==> config.mk <==
export PLATFORM = sky130hd
export DESIGN_NAME = fptr_angle
export DESIGN_NICKNAME = d
export VERILOG_FILES = /design/src/design/fptr_pkg.sv /design/src/design/fptr_angle.sv
export SDC_FILE = /design/constraint.sdc
export NUM_CORES = 2
export LEC_CHECK = 0
export ABC_AREA = 1
export BUFFER_PORTS_ARGS = -buffer_cell sky130_fd_sc_hd__buf_2
export CAP_MARGIN = 0
export CORE_ASPECT_RATIO = 1.25
export CORE_MARGIN = 2
export CORE_UTILIZATION = 60
export CTS_CLUSTER_DIAMETER = 50
export CTS_CLUSTER_SIZE = 24
export DETAILED_ROUTE_END_ITERATION = 6
export HOLD_SLACK_MARGIN = 0.12
export PLACE_DENSITY = 0.77
export SLEW_MARGIN = 10
export SYNTH_ARGS = -nofsm -noshare
export SYNTH_HDL_FRONTEND = slang
export SYNTH_SLANG_ARGS = --single-unit
==> constraint.sdc <==
create_clock -name clk -period 6.6 [get_ports clk]
set_input_delay 0 -clock clk [delete_from_list [all_inputs] [get_ports clk]]
set_output_delay 0 -clock clk [all_outputs]
set_load 0.01 [all_outputs]
==> src/design/fptr_pkg.sv <==
// Shared widths, constants, register codes and sideband type for the fisheye pixel-to-ray core.
package fptr_pkg;

	localparam int TRIG_ITERATIONS = 18;

	localparam int PIX_W   = 16;
	localparam int D_W     = 17;
	localparam int R2_W    = 34;
	localparam int RSQ_W   = R2_W + 8;
	localparam int R_W     = RSQ_W / 2;
	localparam int RPP_W   = 24;
	localparam int ALPHA_W = R_W + RPP_W;
	localparam int RED_N   = 11;
	localparam int CW      = 34;
	localparam int FOLD_W  = 36;
	localparam int RAY_W   = 18;
	localparam int PROD_W  = D_W + CW;
	localparam int NUM_W   = PROD_W + 1;
	localparam int DEN_W   = R_W + 10;
	localparam int Q_W     = 18;
	localparam int DIM_W   = 13;
	localparam int CFG_W   = 34;
	localparam int ADDR_W  = 3;

	localparam logic [ALPHA_W-1:0] TWO_PI_Q32 = 45'd26986075409;
	localparam logic signed [FOLD_W-1:0] TWO_PI_Q30 = 36'sd6746518852;
	localparam logic signed [FOLD_W-1:0] PI_Q30 = 36'sd3373259426;
	localparam logic signed [FOLD_W-1:0] HALF_PI_Q30 = 36'sd1686629713;
	localparam logic signed [CW-1:0] CORDIC_GAIN_Q30 = 34'sd652032874;
	localparam logic signed [RAY_W-1:0] ONE_Q16 = 18'sd65536;

	localparam logic [29:0] ATAN_Q30 [24] = '{
		30'd843314856, 30'd497837829, 30'd263043836, 30'd133525158,
		30'd67021686, 30'd33543515, 30'd16775850, 30'd8388437,
		30'd4194282, 30'd2097149, 30'd1048575, 30'd524287,
		30'd262143, 30'd131071, 30'd65535, 30'd32767,
		30'd16383, 30'd8191, 30'd4095, 30'd2047,
		30'd1023, 30'd511, 30'd255, 30'd127
	};

	typedef enum logic [ADDR_W-1:0] {
		REG_CENTRE_X      = 3'd0,
		REG_CENTRE_Y      = 3'd1,
		REG_RAD_PER_PIXEL = 3'd2,
		REG_CIRCLE_RSQ    = 3'd3,
		REG_IMAGE_WIDTH   = 3'd4,
		REG_IMAGE_HEIGHT  = 3'd5
	} cfg_reg_t;

	typedef struct packed {
		logic signed [D_W-1:0]   dx;
		logic signed [D_W-1:0]   dy;
		logic [R_W-1:0]          r;
		logic signed [RAY_W-1:0] rz;
		logic                    in_view;
	} side_t;

endpackage

==> src/design/fptr_angle.sv <==
// View angle: radius times scale, reduction modulo two pi, fold into the right half plane.
module fptr_angle import fptr_pkg::*; (
	input  logic              clk,
	input  logic              arst_n,
	input  logic              en,
	input  logic              in_valid,
	input  side_t             in_side,
	input  logic [RPP_W-1:0]  rad_per_pixel,
	output logic              out_valid,
	output side_t             out_side,
	output logic signed [CW-1:0] theta,
	output logic              flip
);

	logic [ALPHA_W-1:0] a_s    [RED_N+1];
	logic               v_s    [RED_N+1];
	side_t              side_s [RED_N+1];

	logic                    v_f_s;
	side_t                   side_f_s;
	logic signed [CW-1:0]    t_f_s;
	logic                    flip_f_s;

	logic signed [FOLD_W-1:0] t_raw, t_wrap, t_fold;
	logic                     fl;

	always_ff @(posedge clk or negedge arst_n) begin
		if (!arst_n) begin
			v_s[0] <= 1'b0;
		end else if (en) begin
			v_s[0] <= in_valid;
		end
	end

	always_ff @(posedge clk) begin
		if (en) begin
			a_s[0]    <= ALPHA_W'(in_side.r * rad_per_pixel);
			side_s[0] <= in_side;
		end
	end

	// Subtract two pi shifted down by one place per stage.
	for (genvar j = 0; j < RED_N; j++) begin : g_red
		localparam int K = RED_N - 1 - j;
		logic [ALPHA_W-1:0] m;

		assign m = TWO_PI_Q32 << K;

		always_ff @(posedge clk or negedge arst_n) begin
			if (!arst_n) begin
				v_s[j+1] <= 1'b0;
			end else if (en) begin
				v_s[j+1] <= v_s[j];
			end
		end

		always_ff @(posedge clk) begin
			if (en) begin
				a_s[j+1]    <= (a_s[j] >= m) ? a_s[j] - m : a_s[j];
				side_s[j+1] <= side_s[j];
			end
		end
	end

	always_comb begin
		t_raw  = signed'(FOLD_W'(a_s[RED_N] >> 2));
		t_wrap = (t_raw > PI_Q30) ? t_raw - TWO_PI_Q30 : t_raw;
		fl     = 1'b0;
		t_fold = t_wrap;
		priority if (t_wrap > HALF_PI_Q30) begin
			t_fold = t_wrap - PI_Q30;
			fl     = 1'b1;
		end else if (t_wrap < -HALF_PI_Q30) begin
			t_fold = t_wrap + PI_Q30;
			fl     = 1'b1;
		end
	end

	always_ff @(posedge clk or negedge arst_n) begin
		if (!arst_n) begin
			v_f_s <= 1'b0;
		end else if (en) begin
			v_f_s <= v_s[RED_N];
		end
	end

	always_ff @(posedge clk) begin
		if (en) begin
			t_f_s    <= CW'(t_fold);
			flip_f_s <= fl;
			side_f_s <= side_s[RED_N];
		end
	end

	assign out_valid = v_f_s;
	assign out_side  = side_f_s;
	assign theta     = t_f_s;
	assign flip      = flip_f_s;

endmodule

==> metrics.yaml <==
global_route:
  grt_usage_pct: 26.26
  grt_pass1_vias: 54820
  grt_pass1_wl_um: 285800
  grt.met3_usage_pct: 2.915
  grt.busiest_layer: "met2"
  gr-usage-met1_pct: 29.61
  grt_max_degree: 211
  grt_overflow: 0
  antenna_found_initial: 3
  gr-usage-met2_pct: 50.00
drt:
  wl_per_cell_um: 18.24
  firstDrtPassIters: 7
  via_count: 53492
  via_per_inst: 5.357
  drcViolationCount: 6
  totalWireLength_um: 182100
  ant_nets: 0
  initialDrtViolationCount: 4075
yosys:
  synth_cell_types: 65
  synth_edf_count: 1528
  yosysSeqAreaShare_pct: 56.34
  synthFlopType: "edfxtp_1"
  postSynth.asyncResetShare_pct: 0.8436
  yosysWarnings: 0
  syn_avg_cell_area_sq_um: 10.73
  netlist_area_sq_um: 82020
  ys_ff_latch: 1541
  synth_cells: 7643
  syn-num-nets: 8335
setup_path:
  cp_common_cell: "fa_1"
  start_kind: "input port"
  arrival_ps: 6870
  slowest_delay_ps: 550
  path_buf_inv: 10
  cp_slowest_cell: "fa_1"
  crit_fanout: 8
  crit_path_end_kind: "flip-flop"
  crit_family: "adder cells"
  worst_ep_required_time_ps: 7090
  criticalPathCategory: "input port to flip-flop"
clock_tree:
  htreeDepth: 3
  clk_latency_ps: 740
  cts.sink_count: 1541
  numCtsBuffers: 106
  path_clk_slew_ps: 80
  cts-root-buf: "clkbuf_16"
  cts.path.max_buffers: 3
  cts_tree: "done"
sta:
  drv_slew: 0
  fmax_mhz: 156.7
  worst_clock_skew_ps: 27.86
  period_minus_slack_ps: 6382
  tightest_slew_ps: 1195
  fin_crit_sh_pct: 96.70
  slew_headroom_pct: 20.35
  hold_viol_final: 0
  setup_viol: 0
layout:
  multiInputGateArea_sq_um: 29900
  fill_cells: 10015
  most-common-layout-cells: "1715 x nand2_1, 1528 x edfxtp_1, 1368 x inv_1, 634 x nor2_1, 415 x fa_1"
  drive_gt1_share_pct: 8.413
  area_delta_synth_final_pct: 11.52
  final-seq-area_sq_um: 46210
  final_common_cell: "nand2_1"
  final_nets: 8831
  fin_util_pct: 67.43
  instances_no_fill: 9985
floorplan:
  die_h_um: 417.4
  core.rowCount: 151
  die-area_sq_um: 139700
  die_w_um: 334.7
  core_area_sq_um: 135700
  pin_count: 212
  initial_core_util_pct: 60.47
run:
  drv_cap: 0
status:
  violations: "design-rule violations"
  status: "finished with violations"
place:
  hpwl_um: 135300
  globalplace.congestion: 0.9875
  port_buffers: 211
  placed_cells: 9657
worst_hold_path:
  hold_path_class: "input port to flip-flop"
[Yosys cell counts (all sizes together) (3+ instances only)]
library cell,number,share of area [%]
a21boi,7,0.064
clkbuf,124,0.57
or2,16,0.12
o22ai,9,0.069
nand3,298,1.9
a31oi,30,0.23
o221ai,4,0.043
o211ai,13,0.12
a22oi,5,0.046
inv,1388,6.4
o21bai,9,0.082
a21oi,208,1.3
a311oi,5,0.053
and3,4,0.031
o31ai,7,0.064
nand4,86,0.66
fa,415,10
a41oi,3,0.032
edfxtp,1528,56
ha,175,2.7
dfrtp,13,0.40
clkinv,4,0.018
nor4,51,0.39
nor3,111,0.68
buf,39,0.34
o21a,7,0.064
nand2,1734,8.0
xor2,359,3.8
a211oi,9,0.082
nor2,645,3.0
o21ai,188,1.2
xnor2,112,1.2
nand3b,13,0.12
[flip-flops by register name (all words and copies together) (netlist names)]
name	count
theta	34
out_side	74
a_s	531
out_valid	1
flip	1
side_s	888
v_s	12
[cells by family after synthesis]
family	Yosys count	share of synthesized area, %
buffers and inverters	1555	7.278
DFF	1541	56.34
xor gates and xnor gates	471	5.029
AOI/OAI and AO/OA	521	3.620
adders and majority gates	590	12.80
muxes	1	0.01373
and+or+nand+nor	2964	14.93
[layout make-up]
type / instances / area share [%]
Sequential cell: 1541 / 50.52
Multi-Input combinational cell: 4547 / 32.69
Inverter: 1392 / 5.715
Timing Repair Buffer: 551 / 4.503
Clock buffer: 117 / 2.979
Tap cell: 1759 / 2.406
Clock inverter: 77 / 1.194
Antenna cell: 1 / 0.002736
[worst min-delay path, delay by kind of cell]
kind | cells | cell delay (ps)
buf+inv | 3 | 530
fa+ha+maj | 1 | 190
simple gates | 1 | 100
[path summary, 6_finish.rpt]
check                                             start                       to  slack, ps  depth (start not counted)
worst min-delay path                   rad_per_pixel[0]      a_s[0][1]$_DFFE_PP_        240                          5
worst max-delay path                        in_side[30]     a_s[0][43]$_DFFE_PP_        220                         30
max in group asynchronous                        arst_n       v_s[6]$_DFFE_PN0P_       5870                          3
worst min register to register  side_s[5][73]$_DFFE_PP_  side_s[6][73]$_DFFE_PP_        410                          0
worst max register to register     a_s[5][81]$_DFFE_PP_      theta[29]$_DFFE_PP_       1740                         22
min in group asynchronous                        arst_n       v_s[0]$_DFFE_PN0P_        330                          3
[timing repair]
item                                    CTS  global route
gates resized for setup                   0            15
setup buffers                             0             0
hold buffers                            133             1
endpoints found under the setup margin    0            10
endpoints found under the hold margin   222             1
[metrics by stage]
step | worst slack, ps | TNS [ps] | hold slack (ps) | area, sq um
after floorplan | 333.8 | 0 | -295.6 | 82020
after global placement | -90.39 | -139.7 | -102.1 | 86270
after detailed placement | -113.1 | -426.3 | -92.37 | 86270
after CTS | 152.9 | 0 | 159.7 | 91420
after global routing | -17.24 | -17.24 | 194.9 | 91480
final | 217.7 | 0 | 240.9 | 91480
[layer usage]
| layer | vias up | share of wire, % |
|---|---|---|
| met5 | - | 0.0082 |
| met4 | 2 | 4.3 |
| met3 | 428 | 4.1 |
| met2 | 1504 | 54 |
| met1 | 25858 | 37 |
| li1 | 25700 | - |
Power is not shown: default switching activity piles up to over one toggle a cycle in this logic, so the estimate is an artifact.
