## src/design/fptr_pkg.sv

```systemverilog
// Shared widths, constants, register codes and sideband type for the fisheye pixel-to-ray core.
package fptr_pkg;

	localparam int TRIG_ITERATIONS = 18;

	localparam int PIX_W   = 16;
	localparam int D_W     = 17;
	localparam int R2_W    = 34;
	localparam int RSQ_W   = R2_W + 8;
	localparam int R_W     = RSQ_W / 2;
	localparam int RPP_W   = 24;
	localparam int ALPHA_W = R_W + RPP_W;
	localparam int RED_N   = 11;
	localparam int CW      = 34;
	localparam int FOLD_W  = 36;
	localparam int RAY_W   = 18;
	localparam int PROD_W  = D_W + CW;
	localparam int NUM_W   = PROD_W + 1;
	localparam int DEN_W   = R_W + 10;
	localparam int Q_W     = 18;
	localparam int DIM_W   = 13;
	localparam int CFG_W   = 34;
	localparam int ADDR_W  = 3;

	localparam logic [ALPHA_W-1:0] TWO_PI_Q32 = 45'd26986075409;
	localparam logic signed [FOLD_W-1:0] TWO_PI_Q30 = 36'sd6746518852;
	localparam logic signed [FOLD_W-1:0] PI_Q30 = 36'sd3373259426;
	localparam logic signed [FOLD_W-1:0] HALF_PI_Q30 = 36'sd1686629713;
	localparam logic signed [CW-1:0] CORDIC_GAIN_Q30 = 34'sd652032874;
	localparam logic signed [RAY_W-1:0] ONE_Q16 = 18'sd65536;

	localparam logic [29:0] ATAN_Q30 [24] = '{
		30'd843314856, 30'd497837829, 30'd263043836, 30'd133525158,
		30'd67021686, 30'd33543515, 30'd16775850, 30'd8388437,
		30'd4194282, 30'd2097149, 30'd1048575, 30'd524287,
		30'd262143, 30'd131071, 30'd65535, 30'd32767,
		30'd16383, 30'd8191, 30'd4095, 30'd2047,
		30'd1023, 30'd511, 30'd255, 30'd127
	};

	typedef enum logic [ADDR_W-1:0] {
		REG_CENTRE_X      = 3'd0,
		REG_CENTRE_Y      = 3'd1,
		REG_RAD_PER_PIXEL = 3'd2,
		REG_CIRCLE_RSQ    = 3'd3,
		REG_IMAGE_WIDTH   = 3'd4,
		REG_IMAGE_HEIGHT  = 3'd5
	} cfg_reg_t;

	typedef struct packed {
		logic signed [D_W-1:0]   dx;
		logic signed [D_W-1:0]   dy;
		logic [R_W-1:0]          r;
		logic signed [RAY_W-1:0] rz;
		logic                    in_view;
	} side_t;

endpackage

```

## src/design/fptr_front.sv

```systemverilog
// Front end: centre offset, bounds check, squared radius and image-circle test.
module fptr_front import fptr_pkg::*; (
	input  logic              clk,
	input  logic              arst_n,
	input  logic              en,
	input  logic              in_valid,
	input  logic [PIX_W-1:0]  pixel_x,
	input  logic [PIX_W-1:0]  pixel_y,
	input  logic [PIX_W-1:0]  centre_x,
	input  logic [PIX_W-1:0]  centre_y,
	input  logic [R2_W-1:0]   circle_rsq,
	input  logic [DIM_W-1:0]  image_width,
	input  logic [DIM_W-1:0]  image_height,
	output logic              out_valid,
	output side_t             out_side,
	output logic [R2_W-1:0]   r2
);

	logic signed [D_W-1:0]    dx_s1, dy_s1, dx_s2, dy_s2, dx_s3, dy_s3;
	logic                     inb_s1, inb_s2;
	logic signed [2*D_W-1:0]  sqx_s2, sqy_s2;
	logic [R2_W-1:0]          r2_s3;
	logic                     view_s3;
	logic                     v_s1, v_s2, v_s3;
	logic [R2_W-1:0]          r2_sum;

	assign r2_sum = R2_W'(sqx_s2) + R2_W'(sqy_s2);

	always_ff @(posedge clk or negedge arst_n) begin
		if (!arst_n) begin
			v_s1 <= 1'b0;
			v_s2 <= 1'b0;
			v_s3 <= 1'b0;
		end else if (en) begin
			v_s1 <= in_valid;
			v_s2 <= v_s1;
			v_s3 <= v_s2;
		end
	end

	always_ff @(posedge clk) begin
		if (en) begin
			dx_s1  <= signed'({1'b0, pixel_x}) - signed'({1'b0, centre_x});
			dy_s1  <= signed'({1'b0, pixel_y}) - signed'({1'b0, centre_y});
			inb_s1 <= ({1'b0, pixel_x} < {image_width, 4'b0}) &&
			          ({1'b0, pixel_y} < {image_height, 4'b0});
			dx_s2  <= dx_s1;
			dy_s2  <= dy_s1;
			inb_s2 <= inb_s1;
			sqx_s2 <= dx_s1 * dx_s1;
			sqy_s2 <= dy_s1 * dy_s1;
			dx_s3  <= dx_s2;
			dy_s3  <= dy_s2;
			r2_s3  <= r2_sum;
			view_s3 <= inb_s2 && (r2_sum <= circle_rsq);
		end
	end

	always_comb begin
		out_side         = '0;
		out_side.dx      = dx_s3;
		out_side.dy      = dy_s3;
		out_side.in_view = view_s3;
	end

	assign out_valid = v_s3;
	assign r2        = r2_s3;

endmodule

```

## config.mk

```make
export PLATFORM = sky130hd
export DESIGN_NAME = fptr_front
export DESIGN_NICKNAME = d
export VERILOG_FILES = /design/src/design/fptr_pkg.sv /design/src/design/fptr_front.sv
export SDC_FILE = /design/constraint.sdc
export NUM_CORES = 2
export LEC_CHECK = 0
export BUFFER_PORTS_ARGS = -buffer_cell sky130_fd_sc_hd__buf_2
export CORE_ASPECT_RATIO = 1.4
export CORE_MARGIN = 3
export CORE_UTILIZATION = 52
export DETAILED_ROUTE_END_ITERATION = 16
export HOLD_SLACK_MARGIN = 0.05
export PLACE_DENSITY_LB_ADDON = 0.1
export SETUP_SLACK_MARGIN = 0.4
export SKIP_LAST_GASP = 1
export SYNTH_ARGS = -nofsm -noshare
export SYNTH_HDL_FRONTEND = slang
export SYNTH_SLANG_ARGS = --single-unit
```

## constraint.sdc

```tcl
create_clock -name clk -period 10.4 [get_ports clk]
set_clock_uncertainty 0.1 [all_clocks]
set_input_delay 0.52 -clock clk [delete_from_list [all_inputs] [get_ports clk]]
set_output_delay 0.52 -clock clk [all_outputs]
set_load 0.05 [all_outputs]
```

==> reports/qor.txt <==
Crit. Startpoint -> dy_s1[7]$_DFFE_PP_
CTS resizes -> 0
DR vias/cell -> 5.12
Hold Vio Cnt, Final -> 0
Worst Tran Pin Value -> 1.00 ns
Antenna Nets Post-Route -> 0
mapped cell area -> 30200 µm²
clock buffer depth -> 3
Final #Nets -> 4070
CTS tree -> built
Die H -> 291 µm
Max-cap violations -> 0
RSZ-0062 raised after global routing -> no
number of CTS-inserted buffers -> 25
DR pass1 iterations -> 5
grt met3 use -> 2.55%
CTS H-tree lvls -> 1
layout overhead on the synthesized area -> 7.81%
Avg Inst Size Synth -> 10.3 µm²
CTS root buf -> clkbuf_16
Worst-path clk slew -> 0.06 ns
worst path arrival time -> 7.48 ns
DRT iter0 DRCs -> 715
Wirelength per Cell -> 17.2 µm
die area -> 61100 µm²
num ports -> 237
CORE AREA -> 57500 µm²
vias -> 19800
Yosys cell types -> 77
CP Capture Type -> register
r2r endpoint -> sqy_s2[33]$_DFFE_PP_
largest net degree at the start of global routing -> 84
reg2reg path depth -> 22
share of cells above drive strength 1 -> 8.61%
Synth warnings -> 0
Setup TNS -> 0 ns
worst min path class -> in2reg
Critical Path Source Type -> register
hpwl dp -> 56200 µm
WP data required -> 10.60 ns
initial antenna violation count -> 0
min Tclk post-route -> 7.28 ns
FF-to-FF setup slack -> 3.12 ns
Setup crit end -> sqy_s2[33]$_DFFE_PP_
Synth Flop Type -> edfxtp_1
leading area contributor after synthesis -> fa_1
global route hottest layer -> met2
vias in the first global route -> 22200
Max Slew Vio Count -> 0
Total GRT Usage -> 22.7%
Slew HR -> 31.3%
cell row count -> 104
Max Clk Rate -> 137 MHz
width of the chip -> 210 µm
Crit Path Class -> reg2reg
M1 GR Usage -> 28.2%
aggregate routed wire length -> 66600 µm
post-synthesis sequential area ratio -> 20.4%
reg2reg start -> dy_s1[7]$_DFFE_PP_
final setup fails -> 0
first-pass GRT wire length -> 112000 µm
# DRC -> 0
run status -> finished, final reports clean
Post-synth ARST share -> 1.46%
# port buffers -> 197
Synth top area share -> 35.5%
RePlAce Congestion -> 0.907
GR Util met2 -> 41.1%
synth top area cells -> fa_1 (35%), edfxtp_1 (20%), ha_1 (12%)
EDFF count, synth -> 203
Initial Util -> 52.6%
crit-path max FO -> 19
Ant. Diodes -> 0
Seq cells post-synth -> 206
Mapped Cells -> 2930
worst skew pair latency -> 0.56 ns
GR Overflow Total -> 0
# clock sinks -> 206
Final period util -> 70.0%
synthesized netlist by cell type, drive strengths merged (3+ instances only):
cell     instances
inv            786
fa             536
ha             296
edfxtp         203
nand2          186
and2           119
xnor2          103
nor2            98
a21oi           78
a21o            63
o21ai           52
clkbuf          50
nor2b           41
buf             40
xor2            32
nor3            24
o21a            22
nand2b          21
a211oi          15
nand3           14
nand4           14
and3            12
a31o            10
a31oi           10
a221oi           7
o21bai           7
o31ai            6
a2111oi          5
a211o            5
a21boi           5
or2              5
a41o             4
nor4             4
o211ai           4
a221o            3
a41oi            3
and4             3
dfrtp            3
mux2             3
mux2i            3
o31a             3
or3              3
per-stage QoR:
stage / cell area [µm²] / util [%] / hold slack, ns / cells / setup slack (ns)
floorplan: 30400 / - / 0.124 / 2968 / 3.84
global placement: 31900 / 55.4 / 0.214 / 3824 / 3.24
detailed placement: 31900 / 55.4 / 0.222 / 3824 / 3.15
CTS: 32600 / 56.7 / 0.0571 / 3868 / 3.13
global route: 32600 / 56.7 / 0.0875 / 3868 / 2.75
finish: 32600 / 56.7 / 0.0926 / 3868 / 3.12
registers in the layout, indices dropped and copies added, names as in the netlist:
register   cells
sqx_s2        32
dx_s1         17
dy_s3         17
dy_s1         17
dx_s2         17
inb_s1         1
v_s1           1
dx_s3         17
out_valid      1
r2            34
view_s3        1
v_s2           1
sqy_s2        32
dy_s2         17
inb_s2         1
cell families after synthesis:
| logic type | after synthesis | share of synthesized area [%] |
|---|---|---|
| XOR/XNOR | 135 | 3.91 |
| flip-flops | 206 | 20.4 |
| adder cells (fa/ha/maj) | 832 | 47.7 |
| multiplexers | 6 | 0.211 |
| buffers and inverters | 877 | 11.4 |
| other | 1 | 0.0124 |
| AND/OR/NAND/NOR | 552 | 9.00 |
| AO/OA/AOI/OAI | 321 | 7.37 |
cell type report:
type	instances	area, µm²
Multi-Input combinational cell	1885	20800
Tap cell	742	928
Clock buffer	28	637
Inverter	787	2950
Sequential cell	206	6170
Clock inverter	15	85.1
Fill cell	5086	24900
Timing Repair Buffer	205	1060
critical path, cell delays in order, from the launching register on:
cell and delay [ns]:
edfxtp_1 0.90, nand2_1 0.20, fa_1 0.63, inv_1 0.07, fa_1 0.50, inv_1 0.06, fa_1 0.53, inv_1 0.05
fa_1 0.45, fa_1 0.49, inv_1 0.05, fa_1 0.47, inv_1 0.04, ha_1 0.32, o21ai_0 0.32, a21oi_1 0.12
o31ai_1 0.31, a21oi_1 0.16, o41a_1 0.46, a41o_1 0.33, a211oi_1 0.24, o21bai_1 0.11, xnor2_1 0.12
how the worst min path moves through the flow:
stage / start / end / slack, ns / cells past startpoint
3_5_place_dp: arst_n / v_s1$_DFFE_PN0P_ / 0.22 / 1
6_report: in_valid / v_s1$_DFFE_PN0P_ / 0.09 / 2
3_3_place_gp: arst_n / out_valid$_DFFE_PN0P_ / 0.21 / 1
4_1_cts: in_valid / v_s1$_DFFE_PN0P_ / 0.06 / 2
5_1_grt: in_valid / v_s1$_DFFE_PN0P_ / 0.09 / 2
2_1_floorplan: arst_n / out_valid$_DFFE_PN0P_ / 0.12 / 0
repair_timing:
action | 4_1_cts | 5_1_grt
setup buffers | 0 | 0
hold endpoints to repair | 3 | 0
hold buffers | 1 | 0
per-layer routing:
metal | wire (µm) | vias up | share of wire (%)
met2 | 34700 | 398 | 52
met3 | 2660 | 121 | 4.0
met1 | 26900 | 9908 | 40
met4 | 2310 | 0 | 3.5
li1 | - | 9377 | -
met5 | 0 | - | 0
cell usage in the layout, fill, tap and decap left out, drive strengths merged, types with 11 or more instances in the layout:
cell type,count
a21o,63
nor2,98
and3,12
ha,296
clkinv,11
nand2b,21
and2,119
nor3,24
nand4,14
inv,787
buf,204
nand2,186
clkbuf,28
nand3,14
o21ai,52
edfxtp,203
o21a,22
nor2b,41
xor2,32
a21oi,78
fa,536
a211oi,15
conb,39
xnor2,103
Power is left out: the tool's default activity adds up to more than one toggle a clock period on the data nets, which glitch-free logic cannot reach.
