File: src/design/fptr_pkg.sv
// Shared widths, constants, register codes and sideband type for the fisheye pixel-to-ray core.
package fptr_pkg;

	localparam int TRIG_ITERATIONS = 18;

	localparam int PIX_W   = 16;
	localparam int D_W     = 17;
	localparam int R2_W    = 34;
	localparam int RSQ_W   = R2_W + 8;
	localparam int R_W     = RSQ_W / 2;
	localparam int RPP_W   = 24;
	localparam int ALPHA_W = R_W + RPP_W;
	localparam int RED_N   = 11;
	localparam int CW      = 34;
	localparam int FOLD_W  = 36;
	localparam int RAY_W   = 18;
	localparam int PROD_W  = D_W + CW;
	localparam int NUM_W   = PROD_W + 1;
	localparam int DEN_W   = R_W + 10;
	localparam int Q_W     = 18;
	localparam int DIM_W   = 13;
	localparam int CFG_W   = 34;
	localparam int ADDR_W  = 3;

	localparam logic [ALPHA_W-1:0] TWO_PI_Q32 = 45'd26986075409;
	localparam logic signed [FOLD_W-1:0] TWO_PI_Q30 = 36'sd6746518852;
	localparam logic signed [FOLD_W-1:0] PI_Q30 = 36'sd3373259426;
	localparam logic signed [FOLD_W-1:0] HALF_PI_Q30 = 36'sd1686629713;
	localparam logic signed [CW-1:0] CORDIC_GAIN_Q30 = 34'sd652032874;
	localparam logic signed [RAY_W-1:0] ONE_Q16 = 18'sd65536;

	localparam logic [29:0] ATAN_Q30 [24] = '{
		30'd843314856, 30'd497837829, 30'd263043836, 30'd133525158,
		30'd67021686, 30'd33543515, 30'd16775850, 30'd8388437,
		30'd4194282, 30'd2097149, 30'd1048575, 30'd524287,
		30'd262143, 30'd131071, 30'd65535, 30'd32767,
		30'd16383, 30'd8191, 30'd4095, 30'd2047,
		30'd1023, 30'd511, 30'd255, 30'd127
	};

	typedef enum logic [ADDR_W-1:0] {
		REG_CENTRE_X      = 3'd0,
		REG_CENTRE_Y      = 3'd1,
		REG_RAD_PER_PIXEL = 3'd2,
		REG_CIRCLE_RSQ    = 3'd3,
		REG_IMAGE_WIDTH   = 3'd4,
		REG_IMAGE_HEIGHT  = 3'd5
	} cfg_reg_t;

	typedef struct packed {
		logic signed [D_W-1:0]   dx;
		logic signed [D_W-1:0]   dy;
		logic [R_W-1:0]          r;
		logic signed [RAY_W-1:0] rz;
		logic                    in_view;
	} side_t;

endpackage

File: src/design/fptr_sqrt.sv
// Pipelined integer square root of the scaled squared radius, one root bit per stage.
module fptr_sqrt import fptr_pkg::*; (
	input  logic            clk,
	input  logic            arst_n,
	input  logic            en,
	input  logic            in_valid,
	input  side_t           in_side,
	input  logic [R2_W-1:0] r2,
	output logic            out_valid,
	output side_t           out_side
);

	localparam int REM_W = RSQ_W + 2;

	logic [REM_W-1:0] rem_s  [R_W+1];
	logic [R_W-1:0]   root_s [R_W+1];
	logic             v_s    [R_W+1];
	side_t            side_s [R_W+1];

	assign rem_s[0]  = REM_W'({r2, 8'b0});
	assign root_s[0] = '0;
	assign v_s[0]    = in_valid;
	assign side_s[0] = in_side;

	for (genvar j = 0; j < R_W; j++) begin : g_stage
		localparam int B = R_W - 1 - j;
		logic [REM_W-1:0] trial;
		logic             take;

		assign trial = (REM_W'(root_s[j]) << (B + 1)) | (REM_W'(1) << (2 * B));
		assign take  = rem_s[j] >= trial;

		always_ff @(posedge clk or negedge arst_n) begin
			if (!arst_n) begin
				v_s[j+1] <= 1'b0;
			end else if (en) begin
				v_s[j+1] <= v_s[j];
			end
		end

		always_ff @(posedge clk) begin
			if (en) begin
				rem_s[j+1]  <= take ? rem_s[j] - trial : rem_s[j];
				root_s[j+1] <= take ? (root_s[j] | (R_W'(1) << B)) : root_s[j];
				side_s[j+1] <= side_s[j];
			end
		end
	end

	always_comb begin
		out_side   = side_s[R_W];
		out_side.r = root_s[R_W];
	end

	assign out_valid = v_s[R_W];

endmodule

File: config.mk
export PLATFORM = sky130hd
export DESIGN_NAME = fptr_sqrt
export DESIGN_NICKNAME = d
export VERILOG_FILES = /design/src/design/fptr_pkg.sv /design/src/design/fptr_sqrt.sv
export SDC_FILE = /design/constraint.sdc
export NUM_CORES = 2
export LEC_CHECK = 0
export ABC_CLOCK_PERIOD_IN_PS = 3100
export BUFFER_PORTS_ARGS = -buffer_cell sky130_fd_sc_hd__buf_2
export CORE_UTILIZATION = 36
export CTS_BUF_LIST = sky130_fd_sc_hd__clkbuf_8
export DETAILED_ROUTE_END_ITERATION = 10
export HOLD_SLACK_MARGIN = 0.06
export PLACE_DENSITY = 0.52
export SLEW_MARGIN = 15
export SYNTH_ARGS = -nofsm -noshare
export SYNTH_HDL_FRONTEND = slang
export SYNTH_SLANG_ARGS = --single-unit
File: constraint.sdc
create_clock -name clk -period 3.1 [get_ports clk]
set_input_delay 0.155 -clock clk [delete_from_list [all_inputs] [get_ports clk]]
set_output_delay 0.155 -clock clk [all_outputs]
set_load 0.02 [all_outputs]
==> run_summary.xml <==
<?xml version="1.0" encoding="UTF-8"?>
<metrics>
  <group name="outcome">
    <metric name="outcome" unit="">complete, but fails checks</metric>
    <metric name="violations" unit="">DRC, setup timing</metric>
  </group>
  <group name="floorplanning">
    <metric name="rows" unit="">174</metric>
    <metric name="io_pins" unit="">187</metric>
    <metric name="die_area" unit="um2">229000</metric>
    <metric name="start_util" unit="">0.363</metric>
    <metric name="die_h" unit="um">478</metric>
    <metric name="die_w" unit="um">478</metric>
    <metric name="fp.coreArea" unit="um2">225000</metric>
  </group>
  <group name="setup_path">
    <metric name="cp_data_arrival_time" unit="ps">3920</metric>
    <metric name="setup.worst_path.class" unit="">reg -&gt; reg</metric>
    <metric name="critPathLaunchType" unit="">register</metric>
    <metric name="timing.critical_path.required" unit="ps">3820</metric>
    <metric name="cp-end-kind" unit="">register</metric>
    <metric name="critical_path_peak_fanout" unit="">3</metric>
  </group>
  <group name="synth">
    <metric name="yosys.cell_count.top_type" unit="">edfxtp_1</metric>
    <metric name="synth_enable_flop_cells" unit="">2072</metric>
    <metric name="post_synth_instance_area" unit="um2">81700</metric>
    <metric name="synth_fp_nets" unit="">5380</metric>
    <metric name="asyncSetResetFlopFracSynth" unit="">0.0100</metric>
    <metric name="synth_largest_area_cell" unit="">edfxtp_1</metric>
    <metric name="ys_seq_elements" unit="">2093</metric>
    <metric name="ys_top_cells_by_count" unit="">edfxtp_1 (2072), nand2_1 (316), inv_1 (300)</metric>
    <metric name="avgSynthCellArea" unit="um2">16.3</metric>
    <metric name="synth_flop_cell" unit="">edfxtp_1</metric>
    <metric name="biggest_area_contributors_in_the_synthesized_netlist" unit="">edfxtp_1 (76%), ha_1 (3.7%), xor2_1 (2.2%)</metric>
    <metric name="synth_cells" unit="">5024</metric>
    <metric name="synth_top_cell_area_share" unit="">0.761</metric>
    <metric name="yosysWarnings" unit="">0</metric>
    <metric name="synth_seq_area_share" unit="">0.768</metric>
    <metric name="synth.lib_cells_used.distinct" unit="">90</metric>
  </group>
  <group name="power_and_ir_drop">
    <metric name="power_per_cell_area" unit="nW/um2">672</metric>
    <metric name="max-vdd-ir-drop" unit="uV">447</metric>
    <metric name="net_switching_power_of_the_design" unit="mW">16.0</metric>
    <metric name="power.share.switching" unit="">0.244</metric>
    <metric name="seq_power_share" unit="">0.541</metric>
    <metric name="cellInternalPower" unit="mW">49.6</metric>
    <metric name="p_leak" unit="nW">35.8</metric>
    <metric name="p_clk_frac" unit="">0.348</metric>
    <metric name="power.combinational.fraction" unit="">0.111</metric>
  </group>
  <group name="timing">
    <metric name="timing.clock.skew" unit="ps">98.7</metric>
    <metric name="max_freq" unit="MHz">313</metric>
    <metric name="postLayoutSetupSlackWorst" unit="ps">-99.5</metric>
    <metric name="finalWorstPathRequiredPeriod" unit="ps">3200</metric>
    <metric name="post_route_clock_period_utilization" unit="">1.03</metric>
    <metric name="setup_repair_after_global_routing_missed_its_margin" unit="">true</metric>
    <metric name="tightest_slew" unit="ps">900</metric>
    <metric name="hold_violations" unit="">0</metric>
    <metric name="timing.final.setup_violations" unit="">4</metric>
    <metric name="slew_headroom" unit="">0.398</metric>
    <metric name="drv_slew" unit="">0</metric>
  </group>
  <group name="clock_tree">
    <metric name="ctsHtreeMaxLevel" unit="">5</metric>
    <metric name="tritoncts" unit="">built</metric>
    <metric name="clockBufferDepth" unit="">4</metric>
    <metric name="clkSlewWorstSetupHoldPaths" unit="ps">50</metric>
    <metric name="cts_sinks" unit="">2093</metric>
    <metric name="clk_latency" unit="ps">1050</metric>
    <metric name="cts-buffers-inserted" unit="">368</metric>
    <metric name="root_cell_of_the_clock_tree" unit="">clkbuf_8</metric>
  </group>
  <group name="cells_and_area">
    <metric name="fillerInstances" unit="">20100</metric>
    <metric name="multi_input_comb_area" unit="um2">18000</metric>
    <metric name="finalNetCount" unit="">6301</metric>
    <metric name="post_synthesis_to_final_layout_area_growth" unit="%">19.5</metric>
    <metric name="final-instance-count-excl-fill" unit="">9199</metric>
    <metric name="sequential_cell_area" unit="um2">62700</metric>
    <metric name="final_layout_size_suffix_gt1_frac" unit="">0.183</metric>
  </group>
  <group name="grt">
    <metric name="grt_pass1_wl" unit="mm">222</metric>
    <metric name="grt_max_degree" unit="">132</metric>
    <metric name="grt.overflow.total" unit="">0</metric>
    <metric name="via_count_of_the_first_global_routing_pass" unit="">44000</metric>
    <metric name="grt_util_overall" unit="">0.120</metric>
    <metric name="grt_antenna_before_repair" unit="">1</metric>
  </group>
  <group name="routing">
    <metric name="route.detailed.drc" unit="">4</metric>
    <metric name="viasPerCell" unit="">4.59</metric>
    <metric name="detailedRoute.firstPassIterationCount" unit="">10</metric>
    <metric name="detail-route-antenna-nets" unit="">0</metric>
    <metric name="drt-total-wl" unit="mm">139</metric>
    <metric name="avgRoutedWirePerCell" unit="um">15.1</metric>
    <metric name="detailroute.via_count" unit="">42200</metric>
    <metric name="dr.first_iter.drc_count" unit="">2252</metric>
  </group>
  <group name="placed_design">
    <metric name="detailed_place_hpwl" unit="mm">89.3</metric>
    <metric name="dp_cells" unit="">8359</metric>
    <metric name="dpl_worst_slack" unit="ps">-349</metric>
    <metric name="gp_congestion" unit="">0.872</metric>
    <metric name="io_buffers" unit="">165</metric>
  </group>
  <group name="run">
    <metric name="drv_cap" unit="">0</metric>
  </group>
  <group name="hold_path">
    <metric name="hold_path_class" unit="">in -&gt; reg</metric>
  </group>
</metrics>
[area by class of cell]
cell class	count	area share
Antenna cell	1	0.0000256
Clock buffer	376	0.0530
Clock inverter	255	0.0143
Inverter	304	0.0118
Multi-Input combinational cell	2517	0.185
Sequential cell	2093	0.643
Tap cell	2992	0.0383
Timing Repair Buffer	660	0.0553
Timing Repair inverter	1	0.0000513
[repair_timing]
item                                    CTS  global route
endpoints found under the hold margin  2117             0
hold buffers                            181             0
setup endpoints to repair                96           166
gates cloned                              0             2
pin swaps                                27            31
setup buffers                            16            12
gates resized for setup                  68           105
[registers in the layout, summed over array words and instances, names as in the netlist]
| name | cells |
|---|---|
| rem_s | 728 |
| v_s | 20 |
| out_valid | 1 |
| out_side | 74 |
| g_stage.trial | 210 |
| side_s | 1060 |
[cell usage in the layout (no fill, tap or decap), drive strengths merged, types with 15 or more instances in the layout]
cell         synthesis  final
or3                 53     53
xnor2              159    159
a31oi               20     20
mux2                38     38
or2                 21     21
nand4               34     34
clkinv               0    137
nand3               59     59
nor3               116    116
dfrtp               21     21
nor4b               16     16
edfxtp            2072   2072
nand2b              55     55
a21o                57     57
a21oi              188    188
xor2               205    205
or4                 31     31
nor4               124    124
o21a                41     41
inv                304    401
nand2              316    316
a211oi              28     28
o31ai               30     30
ha                 241    241
clkbuf              33    377
o211ai              18     18
nand3b              15     15
o21ai              216    216
buf                 77    478
nor2               209    209
dlygate4sd3          0    181
nor2b               31     31
[per-layer routing]
metal,global-route usage,vias to the layer above,part of all wire,wire [um]
met3,0.0299,391,0.042,5880
met1,0.132,20100,0.41,56700
met5,0,-,0,0
met4,0.0625,0,0.043,6020
li1,-,20900,-,-
met2,0.215,795,0.51,70700
[power by group through the flow]
stage                     Combinational [mW]  Sequential, mW  Clock (mW)
final                                   7.27            35.5        22.9
after global routing                    8.12            35.8        25.2
after CTS                               7.14            35.5        24.0
after detailed placement                6.79            36.1           0
after global placement                  6.68            36.0           0
after floorplan                         4.41            35.6           0
[worst max-delay path, stage by stage (launching register included)]
cell and delay, ps:
edfxtp_1 380, inv_1 70, ha_2 180, buf_6 100
fa_2 190, a211oi_2 80, o211ai_1 310, nand4_1 170
a21o_1 240, o211a_1 250, or4b_4 540, nor4b_4 230
xor2_1 100
[per-stage QoR]
stage	power, mW	hold WS (ps)	TNS, ps	cell area, um2	util
finish	65.7	249	-215	97600	0.433
global route	69.1	151	-2520	97600	0.433
global placement	42.7	122	-4120	88200	0.391
floorplan	40.0	-141	0	81700	-
CTS	66.7	108	-331	97000	0.430
detailed placement	42.9	131	-4840	88200	0.391
[final timing paths]
kind                                           start            to  slack [ps]  cells past startpoint
worst max register to register  g_stage[18].trial[6]    rem_s[129]        -100                     12
max in group asynchronous                     arst_n       v_s[12]        2230                      3
worst min register to register           side_s[662]   side_s[588]         350                      0
worst max-delay path            g_stage[18].trial[6]    rem_s[129]        -100                     12
worst min-delay path                              en  side_s[1465]         250                      2
min in group asynchronous                     arst_n        v_s[4]         310                      3
[logic make-up after synthesis]
group / share of synthesized area
buffers and inverters: 0.0219
other: 0.0000459
adders and majority gates: 0.0376
xor gates and xnor gates: 0.0390
DFF: 0.768
and+or+nand+nor: 0.0730
AOI/OAI and AO/OA: 0.0540
muxes: 0.00671
Note: power is estimated with default switching activity, not from simulation.
